## config.mk

```make
export PLATFORM = sky130hd
export DESIGN_NAME = ook_pulse_message_transmitter
export DESIGN_NICKNAME = d
export VERILOG_FILES = /design/src/design/ookt_pkg.sv /design/src/design/ookt_seq.sv /design/src/design/ook_pulse_message_transmitter.sv
export SDC_FILE = /design/constraint.sdc
export NUM_CORES = 1
export LEC_CHECK = 0
export BUFFER_PORTS_ARGS = -buffer_cell sky130_fd_sc_hd__buf_2
export CAP_MARGIN = 20
export CORE_MARGIN = 10
export CORE_UTILIZATION = 60
export CTS_BUF_LIST = sky130_fd_sc_hd__clkbuf_16
export CTS_CLUSTER_SIZE = 10
export DETAILED_ROUTE_END_ITERATION = 10
export PLACE_DENSITY_LB_ADDON = 0.2
export SYNTH_ARGS = -nofsm -noshare
export SYNTH_HDL_FRONTEND = slang
export SYNTH_HIERARCHICAL = 1
export SYNTH_SLANG_ARGS = --single-unit
export TNS_END_PERCENT = 1
```

## constraint.sdc

```tcl
create_clock -name clk -period 8.3 [get_ports clk]
set_input_delay 1.245 -clock clk [delete_from_list [all_inputs] [get_ports clk]]
set_output_delay 1.245 -clock clk [all_outputs]
set_load 0.005 [all_outputs]
```

## src/design/ookt_pkg.sv

```systemverilog
// Shared types and constants for the OOK pulse message transmitter.
`timescale 1ns / 1ps

package ookt_pkg;

  typedef enum logic [1:0] {
    CMD_TICK  = 2'd0,
    CMD_WRITE = 2'd1,
    CMD_START = 2'd2,
    CMD_NONE  = 2'd3
  } cmd_t;

  typedef enum logic [2:0] {
    PH_IDLE      = 3'd0,
    PH_MSGSTART  = 3'd1,
    PH_BYTESTART = 3'd2,
    PH_SENDBYTE  = 3'd3,
    PH_MSGEND    = 3'd4,
    PH_GAPSTART  = 3'd5,
    PH_GAPEND    = 3'd6
  } phase_t;

  localparam logic [2:0] REG_TICK_COUNTS     = 3'd0;
  localparam logic [2:0] REG_GAP_MULTIPLIER  = 3'd1;
  localparam logic [2:0] REG_REPEAT_TOTAL    = 3'd2;
  localparam logic [2:0] REG_INVERT_LINE     = 3'd3;
  localparam logic [2:0] REG_TRANSLATE       = 3'd4;
  localparam logic [2:0] REG_CODE_TABLE_LOW  = 3'd5;
  localparam logic [2:0] REG_CODE_TABLE_HIGH = 3'd6;

  localparam logic [31:0] TICK_COUNTS_RESET  = 32'h0704_0248;
  localparam logic [5:0]  REPEAT_TOTAL_RESET = 6'd12;
  localparam logic [7:0]  BIT_SELECT_MSB     = 8'h80;

  typedef struct packed {
    logic [7:0] low_cnt;
    logic [7:0] high_cnt;
    logic [7:0] trail_cnt;
    logic [7:0] gap_cnt;
    logic [7:0] gap_multiplier;
    logic [5:0] repeat_total;
  } seq_cfg_t;

  typedef struct packed {
    logic active;
    logic line_state;
  } seq_status_t;

endpackage

```

## src/design/ookt_seq.sv

```systemverilog
// Tick sequencer: countdown, transmit phases, bit selection and repeat count.
`timescale 1ns / 1ps

module ookt_seq #(
  parameter int MSG_LEN = 10
) (
  input  logic                clk,
  input  logic                rst,
  input  logic                tick_en,
  input  logic                start_en,
  input  ookt_pkg::seq_cfg_t  cfg,
  input  logic [7:0]          store_rdata,
  output logic [3:0]          rd_index,
  output ookt_pkg::seq_status_t cur,
  output ookt_pkg::seq_status_t nxt
);
  import ookt_pkg::*;

  phase_t     phase, phase_next;
  logic [7:0] countdown, countdown_next;
  logic [3:0] current_byte, current_byte_next;
  logic [7:0] bit_select, bit_select_next;
  logic [5:0] repeat_done, repeat_done_next;
  logic [7:0] gaps_left, gaps_left_next;
  logic       active, active_next;
  logic       line_state, line_state_next;

  logic [7:0] cd_dec;
  logic [7:0] bs_shift;
  logic [4:0] byte_inc;
  logic [5:0] rep_inc;

  always_ff @(posedge clk) begin
    if (rst) begin
      phase        <= PH_IDLE;
      countdown    <= '0;
      current_byte <= '0;
      bit_select   <= '0;
      repeat_done  <= '0;
      gaps_left    <= '0;
      active       <= 1'b0;
      line_state   <= 1'b0;
    end else begin
      phase        <= phase_next;
      countdown    <= countdown_next;
      current_byte <= current_byte_next;
      bit_select   <= bit_select_next;
      repeat_done  <= repeat_done_next;
      gaps_left    <= gaps_left_next;
      active       <= active_next;
      line_state   <= line_state_next;
    end
  end

  assign cd_dec   = countdown - 8'd1;
  assign bs_shift = bit_select >> 1;
  assign byte_inc = {1'b0, current_byte} + 5'd1;
  assign rep_inc  = repeat_done + 6'd1;

  always_comb begin
    phase_next        = phase;
    countdown_next    = countdown;
    current_byte_next = current_byte;
    bit_select_next   = bit_select;
    repeat_done_next  = repeat_done;
    gaps_left_next    = gaps_left;
    active_next       = active;
    line_state_next   = line_state;

    if (start_en) begin
      active_next = 1'b1;
    end else if (tick_en && active) begin
      countdown_next = cd_dec;
      if (cd_dec == cfg.trail_cnt) begin
        line_state_next = 1'b0;
      end else if (cd_dec == 8'd0) begin
        countdown_next = cfg.high_cnt;
        case (phase)
          PH_IDLE: begin
            repeat_done_next = '0;
            phase_next       = PH_MSGSTART;
          end
          PH_MSGSTART: begin
            line_state_next   = 1'b1;
            current_byte_next = '0;
            phase_next        = PH_BYTESTART;
          end
          PH_BYTESTART: begin
            line_state_next = 1'b1;
            bit_select_next = BIT_SELECT_MSB;
            phase_next      = PH_SENDBYTE;
          end
          PH_SENDBYTE: begin
            if ((store_rdata & bit_select) != 8'd0) begin
              line_state_next = 1'b1;
            end else begin
              countdown_next = cfg.low_cnt;
            end
            bit_select_next = bs_shift;
            if (bs_shift == 8'd0) begin
              current_byte_next = byte_inc[3:0];
              phase_next = (byte_inc >= 5'(MSG_LEN)) ? PH_MSGEND : PH_BYTESTART;
            end
          end
          PH_MSGEND: begin
            line_state_next = 1'b1;
            phase_next      = PH_GAPSTART;
            gaps_left_next  = cfg.gap_multiplier;
          end
          PH_GAPSTART: begin
            countdown_next = cfg.gap_cnt;
            if (gaps_left == 8'd0) begin
              phase_next = PH_GAPEND;
            end else begin
              gaps_left_next = gaps_left - 8'd1;
            end
          end
          PH_GAPEND: begin
            repeat_done_next = rep_inc;
            if (rep_inc >= cfg.repeat_total) begin
              active_next = 1'b0;
              phase_next  = PH_IDLE;
            end else begin
              phase_next = PH_MSGSTART;
            end
          end
          default: begin
            phase_next = PH_IDLE;
          end
        endcase
      end
    end
  end

  assign rd_index       = current_byte;
  assign cur.active     = active;
  assign cur.line_state = line_state;
  assign nxt.active     = active_next;
  assign nxt.line_state = line_state_next;

endmodule

```

## src/design/ook_pulse_message_transmitter.sv

```systemverilog
// Top level: configuration registers, message store, sequencer and result register.
`timescale 1ns / 1ps

// Tick-driven on-off-keyed message transmitter. Each input transaction is a
// tick, a message byte write, a start or a no-op, and yields exactly one result
// transaction carrying the line level and busy flag after that command. One
// transaction is taken per clock cycle; its result appears in the output
// register on the next cycle. Input tready is high whenever the output register
// is empty or is being drained in the same cycle, so the rate is one per cycle
// while the downstream side keeps tready high. Configuration writes are applied
// at once; the line inversion register acts on results produced after it.

module ook_pulse_message_transmitter #(
  parameter int MSG_LEN = 10
) (
  input  logic        clk,
  input  logic        rst,
  input  logic        s_axis_tvalid,
  output logic        s_axis_tready,
  input  logic [15:0] s_axis_tdata,  // byte_index[3:0], byte_value[11:4]
  input  logic [1:0]  s_axis_tuser,  // cmd[1:0]
  output logic        m_axis_tvalid,
  input  logic        m_axis_tready,
  output logic [7:0]  m_axis_tdata,  // line_level[0], busy_res[1]
  input  logic        cfg_wr_en,
  input  logic [2:0]  cfg_index,
  input  logic [63:0] cfg_data
);
  import ookt_pkg::*;

  localparam int IDX_W = (MSG_LEN > 1) ? $clog2(MSG_LEN) : 1;

  logic [31:0] tick_counts;
  logic [7:0]  gap_multiplier;
  logic [5:0]  repeat_total;
  logic        invert_line;
  logic        translate_enable;
  logic [63:0] code_table_low;
  logic [63:0] code_table_high;

  logic [7:0] message_store [MSG_LEN];

  logic       in_accept;
  cmd_t       cmd;
  logic [3:0] byte_index;
  logic [7:0] byte_value;
  logic [63:0] code_sel;
  logic [7:0] write_byte;
  logic [3:0] rd_index;
  logic [7:0] store_rdata;

  seq_cfg_t    seq_cfg;
  seq_status_t seq_cur;
  seq_status_t seq_nxt;

  always_ff @(posedge clk) begin
    if (rst) begin
      tick_counts      <= TICK_COUNTS_RESET;
      gap_multiplier   <= '0;
      repeat_total     <= REPEAT_TOTAL_RESET;
      invert_line      <= 1'b0;
      translate_enable <= 1'b0;
      code_table_low   <= '0;
      code_table_high  <= '0;
    end else if (cfg_wr_en) begin
      case (cfg_index)
        REG_TICK_COUNTS:     tick_counts      <= cfg_data[31:0];
        REG_GAP_MULTIPLIER:  gap_multiplier   <= cfg_data[7:0];
        REG_REPEAT_TOTAL:    repeat_total     <= cfg_data[5:0];
        REG_INVERT_LINE:     invert_line      <= cfg_data[0];
        REG_TRANSLATE:       translate_enable <= cfg_data[0];
        REG_CODE_TABLE_LOW:  code_table_low   <= cfg_data;
        REG_CODE_TABLE_HIGH: code_table_high  <= cfg_data;
        default: ;
      endcase
    end
  end

  assign s_axis_tready = !m_axis_tvalid || m_axis_tready;
  assign in_accept     = s_axis_tvalid && s_axis_tready;
  assign cmd           = cmd_t'(s_axis_tuser);
  assign byte_index    = s_axis_tdata[3:0];
  assign byte_value    = s_axis_tdata[11:4];

  assign code_sel   = byte_value[3] ? code_table_high : code_table_low;
  assign write_byte = translate_enable ? code_sel[{byte_value[2:0], 3'b000} +: 8]
                                       : byte_value;

  always_ff @(posedge clk) begin
    if (in_accept && cmd == CMD_WRITE && {1'b0, byte_index} < 5'(MSG_LEN)) begin
      message_store[byte_index[IDX_W-1:0]] <= write_byte;
    end
  end

  assign store_rdata = message_store[rd_index[IDX_W-1:0]];

  assign seq_cfg.low_cnt        = tick_counts[31:24];
  assign seq_cfg.high_cnt       = tick_counts[23:16];
  assign seq_cfg.trail_cnt      = tick_counts[15:8];
  assign seq_cfg.gap_cnt        = tick_counts[7:0];
  assign seq_cfg.gap_multiplier = gap_multiplier;
  assign seq_cfg.repeat_total   = repeat_total;

  ookt_seq #(
    .MSG_LEN (MSG_LEN)
  ) u_seq (
    .clk         (clk),
    .rst         (rst),
    .tick_en     (in_accept && cmd == CMD_TICK),
    .start_en    (in_accept && cmd == CMD_START),
    .cfg         (seq_cfg),
    .store_rdata (store_rdata),
    .rd_index    (rd_index),
    .cur         (seq_cur),
    .nxt         (seq_nxt)
  );

  always_ff @(posedge clk) begin
    if (rst) begin
      m_axis_tvalid <= 1'b0;
    end else if (in_accept) begin
      m_axis_tvalid <= 1'b1;
    end else if (m_axis_tready) begin
      m_axis_tvalid <= 1'b0;
    end
  end

  always_ff @(posedge clk) begin
    if (in_accept) begin
      m_axis_tdata <= {6'd0, seq_nxt.active, seq_nxt.line_state ^ invert_line};
    end
  end

  a_start_sets_active: assert property (@(posedge clk) disable iff (rst)
    in_accept && cmd == CMD_START |=> seq_cur.active)
    else $error("start transaction did not make the message active");

  a_result_busy_matches: assert property (@(posedge clk) disable iff (rst)
    in_accept |=> m_axis_tvalid && m_axis_tdata[1] == seq_cur.active)
    else $error("result busy flag differs from sequencer state");

  a_idle_tick_no_change: assert property (@(posedge clk) disable iff (rst)
    in_accept && cmd == CMD_TICK && !seq_cur.active
      |=> $stable(seq_cur.line_state) && !seq_cur.active)
    else $error("tick while inactive changed the sequencer");

endmodule
```

==> results.json, run 1 <==
{
  "r2r_setup_slack_ns": 4.65,
  "dr.pass1.iters": 5,
  "end_kind": "flip-flop",
  "gr-total-overflow": 0,
  "crit_buf_inv": 1,
  "die_area_sq_mm": 0.0289,
  "syn_area_sq_mm": 0.0135,
  "tightestPinTransition_ns": 0.966,
  "cp.required_ns": 8.66,
  "post_cts_resized": 0,
  "tns_ns": 0,
  "ctsHoldBuffers": 0,
  "wl_um": 33500,
  "portBuffers": 89,
  "arrival_ns": 4.01,
  "cts_root_buf": "clkbuf_16",
  "cpMaxStageDelayCell": "mux4_2",
  "ys.warnings.count": 6,
  "area_growth_pct": 10.7,
  "hold_viol": 0,
  "critPathTopFamily": "compound AO/OA/AOI/OAI gates",
  "cts_buffer_depth": 3,
  "antenna_left": 0,
  "layout_commonest_cell": "nand2_1",
  "gp_congestion": 0.874,
  "rr_startpoint": "u_seq/rd_index[0]",
  "io_pins": 100,
  "min_period_ns": 3.65,
  "nets": 1558,
  "grt_pass1_vias": 10200,
  "final_cell_mix": "375 x nand2_1, 216 x dfxtp_1, 205 x a21oi_1, 88 x buf_2, 82 x edfxtp_1",
  "setup_viol": 0,
  "worst_setup_path_start_kind": "flip-flop",
  "drc": 0,
  "hold_end": "code_table_high[18]",
  "slowest_delay_ns": 0.56,
  "initial_core_util_pct": 61.4,
  "die_h_um": 170,
  "hold_path.startpoint": "code_table_high[18]",
  "power_density_mw_per_mm2": 200,
  "insertion_delay_ns": 0.50,
  "r2r_end": "u_seq/countdown[2]",
  "period_share_pct": 44.0,
  "drt-initial-drc-count": 986,
  "critical_path_class": "reg2reg",
  "syn_inst": 1413,
  "worstRegToRegCells": 11,
  "rsz0062_at_grt": "no",
  "crit_fanout": 24,
  "ir_drop_v": 0.000182,
  "num_vias": 10600,
  "wl_met1_um": 14700,
  "top_layer": "met4",
  "drive_gt1_share_pct": 14.1,
  "num_rows": 54,
  "p_total_mw": 2.98,
  "slew_headroom_pct": 35.5,
  "cts.clk_slew.worst_paths_ns": 0.06,
  "cts_setup_buffers": 0,
  "finish.instance_area_sq_mm": 0.0149,
  "max_freq_mhz": 274,
  "grt_max_degree": 90,
  "clock-sinks": 298,
  "grt_usage_pct": 23.0,
  "status": "completed",
  "core_sq_mm": 0.0220,
  "dp_cells": 1695,
  "detail_route.wl_per_cell_um": 19.2,
  "syn_avg_cell_area_sq_um": 9.55,
  "antenna_found_initial": 0,
  "hold-path-cell-count": 2,
  "hold_path_class": "reg2reg",
  "cts_tree": "built",
  "via_per_inst": 6.09,
  "worstPathCellList": "buf_4 -> mux4_2 -> nor2b_1 -> a211oi_1 -> a21oi_1 -> a22oi_1 -> and4_1 -> a21oi_1 -> a221o_1 -> a31oi_1 -> a211oi_1",
  "p_leak_nw": 5.29,
  "h-tree-depth": 2,
  "drv_slew": 0,
  "met3_length_um": 2390,
  "dpl_cell_area_sq_mm": 0.0140,
  "dpl.hpwl_um": 21400,
  "cts_buffers": 35,
  "dieWidth_um": 170,
  "postLayoutCoreUtil_pct": 68.0,
  "wl_met2_um": 15700,
  "cap_violations": 0,
  "fin_skew_ns": 0.0155,
  "finalNonFillerCells": 1748,
  "grt_pass1_wl_um": 53800
}
## worst reg2reg max path: stages, from the launching register on
cell and delay, ns:
dfxtp_1 0.41, buf_4 0.45, mux4_2 0.58, nor2b_1 0.15
a211oi_1 0.23, a21oi_1 0.10, a22oi_1 0.25, and4_1 0.40
a21oi_1 0.29, a221o_1 0.41, a31oi_1 0.18, a211oi_1 0.06
## through the flow
step	setup WS, ns	hold slack (ns)
final	4.65	0.451
after CTS	4.67	0.451
after global placement	4.44	0.437
after global routing	4.37	0.467
after detailed placement	4.41	0.444
after floorplan	5.25	0.429
## sequential cells by signal (all words and copies together) (netlist names), 4 cells and up
| name | count |
|---|---|
| code_table_high | 64 |
| u_seq/gaps_left | 8 |
| u_seq/bit_select | 8 |
| code_table_low | 64 |
| u_seq/repeat_done | 6 |
| u_seq/rd_index | 4 |
| u_seq/countdown | 8 |
| gap_multiplier | 8 |
| repeat_total | 6 |
| message_store | 80 |
| tick_counts | 32 |
## worst max-delay path by stage
stage                       from              endpoint  slack, ns  cells past startpoint
2_1_floorplan      m_axis_tready  u_seq/repeat_done[2]       5.25                     10
3_3_place_gp       m_axis_tready    u_seq/gaps_left[4]       4.44                      9
6_report       u_seq/rd_index[0]    u_seq/countdown[2]       4.65                     11
4_1_cts        u_seq/rd_index[0]    u_seq/countdown[2]       4.67                     11
3_5_place_dp       m_axis_tready    u_seq/gaps_left[4]       4.41                      9
5_1_grt        u_seq/rd_index[0]    u_seq/countdown[2]       4.37                     11
## per-layer routing
metal	vias to the layer above	track usage [%]
met3	51	4.21
met5	-	0
met2	400	36.5
li1	5102	-
met4	0	6.60
met1	5095	31.5
## power by group
part	total (mW)	leakage [nW]	switching (mW)	internal (mW)
Combinational	0.160	2.30	0.104	0.0559
Clock	1.30	0.505	0.545	0.750
Sequential	1.53	2.49	0.0117	1.52
Total	2.98	5.29	0.661	2.32
## layout make-up
class	instances	area, sq um
clock inverters	14	57.6
flip-flops and latches	298	6790
diodes	1	2.50
well taps	280	350
clock buffers	35	876
repair buffers	110	629
multi-input cells	985	6130
inverters	25	93.8
fillers	1702	7030
(Power assumes the default switching activity.)
==> inputs of run 2 (changes only) <==
Settings changed: ABC_AREA set to 1, CORE_UTILIZATION 60 to 55.
Clock period 8.3 ns to 3.3 ns, I/O delays scaled along.
==> run 2 against run 1 <==
First-iteration DRC count down 2.7%. Sequential share of layout area down 2.0 points. Area after synthesis up 5.0%. Global-route usage down 1.1 points. Via count up 16%. Critical path depth up 9. Fmax up 33%. Clock skew up 0.0020 ns. Sequential cell count unchanged. Cell area up 4.7%. Cell count up 32%. Largest power group unchanged.
==> results.json, run 2 <==
{
  "status": "completed",
  "postLayoutCoreUtil_pct": 61.9,
  "initial_core_util_pct": 56.1,
  "dr.pass1.iters": 5,
  "hold-path-cell-count": 3,
  "hold_path_class": "in2reg",
  "dpl_cell_area_sq_mm": 0.0146,
  "syn_inst": 1901,
  "rsz0062_at_grt": "no",
  "cp.required_ns": 3.74,
  "num_vias": 12300,
  "drv_slew": 0,
  "gp_congestion": 0.899,
  "r2r_setup_slack_ns": 0.57,
  "drive_gt1_share_pct": 10.2,
  "post_cts_resized": 0,
  "cts_buffers": 36,
  "detail_route.wl_per_cell_um": 16.1,
  "wl_um": 36900,
  "drt-initial-drc-count": 959,
  "critical_path_class": "reg2reg",
  "finish.instance_area_sq_mm": 0.0156,
  "antenna_found_initial": 0,
  "grt_max_degree": 90,
  "die_area_sq_mm": 0.0326,
  "crit_fanout": 72,
  "via_per_inst": 5.37,
  "h-tree-depth": 2,
  "syn_avg_cell_area_sq_um": 7.45,
  "cts_root_buf": "clkbuf_16",
  "drc": 0,
  "hold_path.startpoint": "cfg_data[34]",
  "io_pins": 100,
  "cts_tree": "built",
  "hold_viol": 0,
  "period_share_pct": 82.8,
  "die_h_um": 180,
  "grt_pass1_vias": 11600,
  "grt_usage_pct": 21.9,
  "cts_setup_buffers": 0,
  "area_growth_pct": 10.4,
  "n_fill_cell": 2288,
  "final_cell_mix": "451 x nor2_1, 347 x nand2_1, 215 x dfxtp_1, 149 x inv_1, 149 x nand3_1",
  "gr-total-overflow": 0,
  "num_rows": 58,
  "ctsHoldBuffers": 0,
  "largest_register_ff_count": 80,
  "layout_commonest_cell": "nor2_1",
  "p_leak_nw": 6.57,
  "slew_headroom_pct": 43.4,
  "grt_pass1_wl_um": 59400,
  "setup_viol": 0,
  "portBuffers": 89,
  "cap_violations": 0,
  "tns_ns": 0,
  "hold_end": "code_table_low[34]",
  "core_sq_mm": 0.0253,
  "cts.clk_slew.worst_paths_ns": 0.06,
  "cts_buffer_depth": 3,
  "dp_cells": 2246,
  "ir_drop_v": 0.000479,
  "antenna_left": 0,
  "tightestPinTransition_ns": 0.845,
  "r2r_end": "u_seq/countdown[1]",
  "worstRegToRegCells": 20,
  "min_period_ns": 2.73,
  "finalNonFillerCells": 2300,
  "worst_setup_path_start_kind": "flip-flop",
  "nets": 2057,
  "power_density_mw_per_mm2": 508,
  "rr_startpoint": "u_seq/rd_index[0]",
  "fin_skew_ns": 0.0175,
  "diodes": 0,
  "arrival_ns": 3.17,
  "syn_area_sq_mm": 0.0142,
  "clock-sinks": 298,
  "end_kind": "flip-flop",
  "dpl.hpwl_um": 24400,
  "ys.warnings.count": 6,
  "max_freq_mhz": 366,
  "dieWidth_um": 180,
  "insertion_delay_ns": 0.52
}
-- run 2: metrics by stage --
stage / setup WS, ns / hold slack [ns] / total power, mW
finish: 0.567 / 0.230 / 7.94
detailed placement: 0.549 / 0.446 / 4.51
floorplan: 0.725 / 0.429 / 4.33
global route: 0.256 / 0.226 / 8.23
global placement: 0.660 / 0.443 / 4.50
CTS: 0.535 / 0.213 / 7.99
-- run 2: worst max path at each step --
| stage | start | endpoint | slack [ns] | cells past startpoint |
|---|---|---|---|---|
| after global placement | u_seq/rd_index[0] | u_seq/countdown[1] | 0.66 | 20 |
| after CTS | u_seq/rd_index[0] | m_axis_tdata[0] | 0.54 | 16 |
| after detailed placement | u_seq/rd_index[0] | m_axis_tdata[0] | 0.55 | 16 |
| final | u_seq/rd_index[0] | u_seq/countdown[1] | 0.57 | 20 |
| after floorplan | u_seq/rd_index[0] | m_axis_tdata[0] | 0.73 | 19 |
| after global routing | u_seq/rd_index[0] | m_axis_tdata[0] | 0.26 | 16 |
-- run 2: layer usage --
metal | up-vias | global-route usage, % | share of wire, %
met5 | - | 0 | 0
met3 | 54 | 3.57 | 6.6
met1 | 5686 | 28.5 | 44
li1 | 6247 | - | -
met2 | 359 | 36.3 | 48
met4 | 0 | 6.86 | 2.1
-- run 2: critical path: stages (launching register included) --
cell and delay (ns):
dfxtp_2 0.41, buf_12 0.29, a21oi_1 0.12, o21ai_0 0.10, nand3_1 0.09, nand3_1 0.10
o21ai_0 0.12, nand2_1 0.11, nand2_1 0.05, nor2_1 0.13, nand2_1 0.12, buf_4 0.20
nand2_1 0.06, nand2_1 0.04, o21bai_1 0.27, nand2_1 0.08, nand2_1 0.07, nand2_1 0.05
nand2_1 0.05, nand2_1 0.05, a21oi_1 0.12
-- run 2: report_power, final --
group          switching [mW]  leakage, nW  internal [mW]  total, mW
Clock                    1.45        0.550           2.05       3.50
Sequential             0.0432         2.49           3.84       3.89
Combinational           0.373         3.53          0.183      0.556
-- run 2: area by class of cell --
type	count	area (sq um)	area share, %
multi-input cells	1348	6130	39.2
repair buffers	119	696	4.45
clock buffers	38	951	6.08
well taps	330	413	2.64
flip-flops and latches	298	6790	43.4
inverters	151	576	3.68
clock inverters	16	77.6	0.496
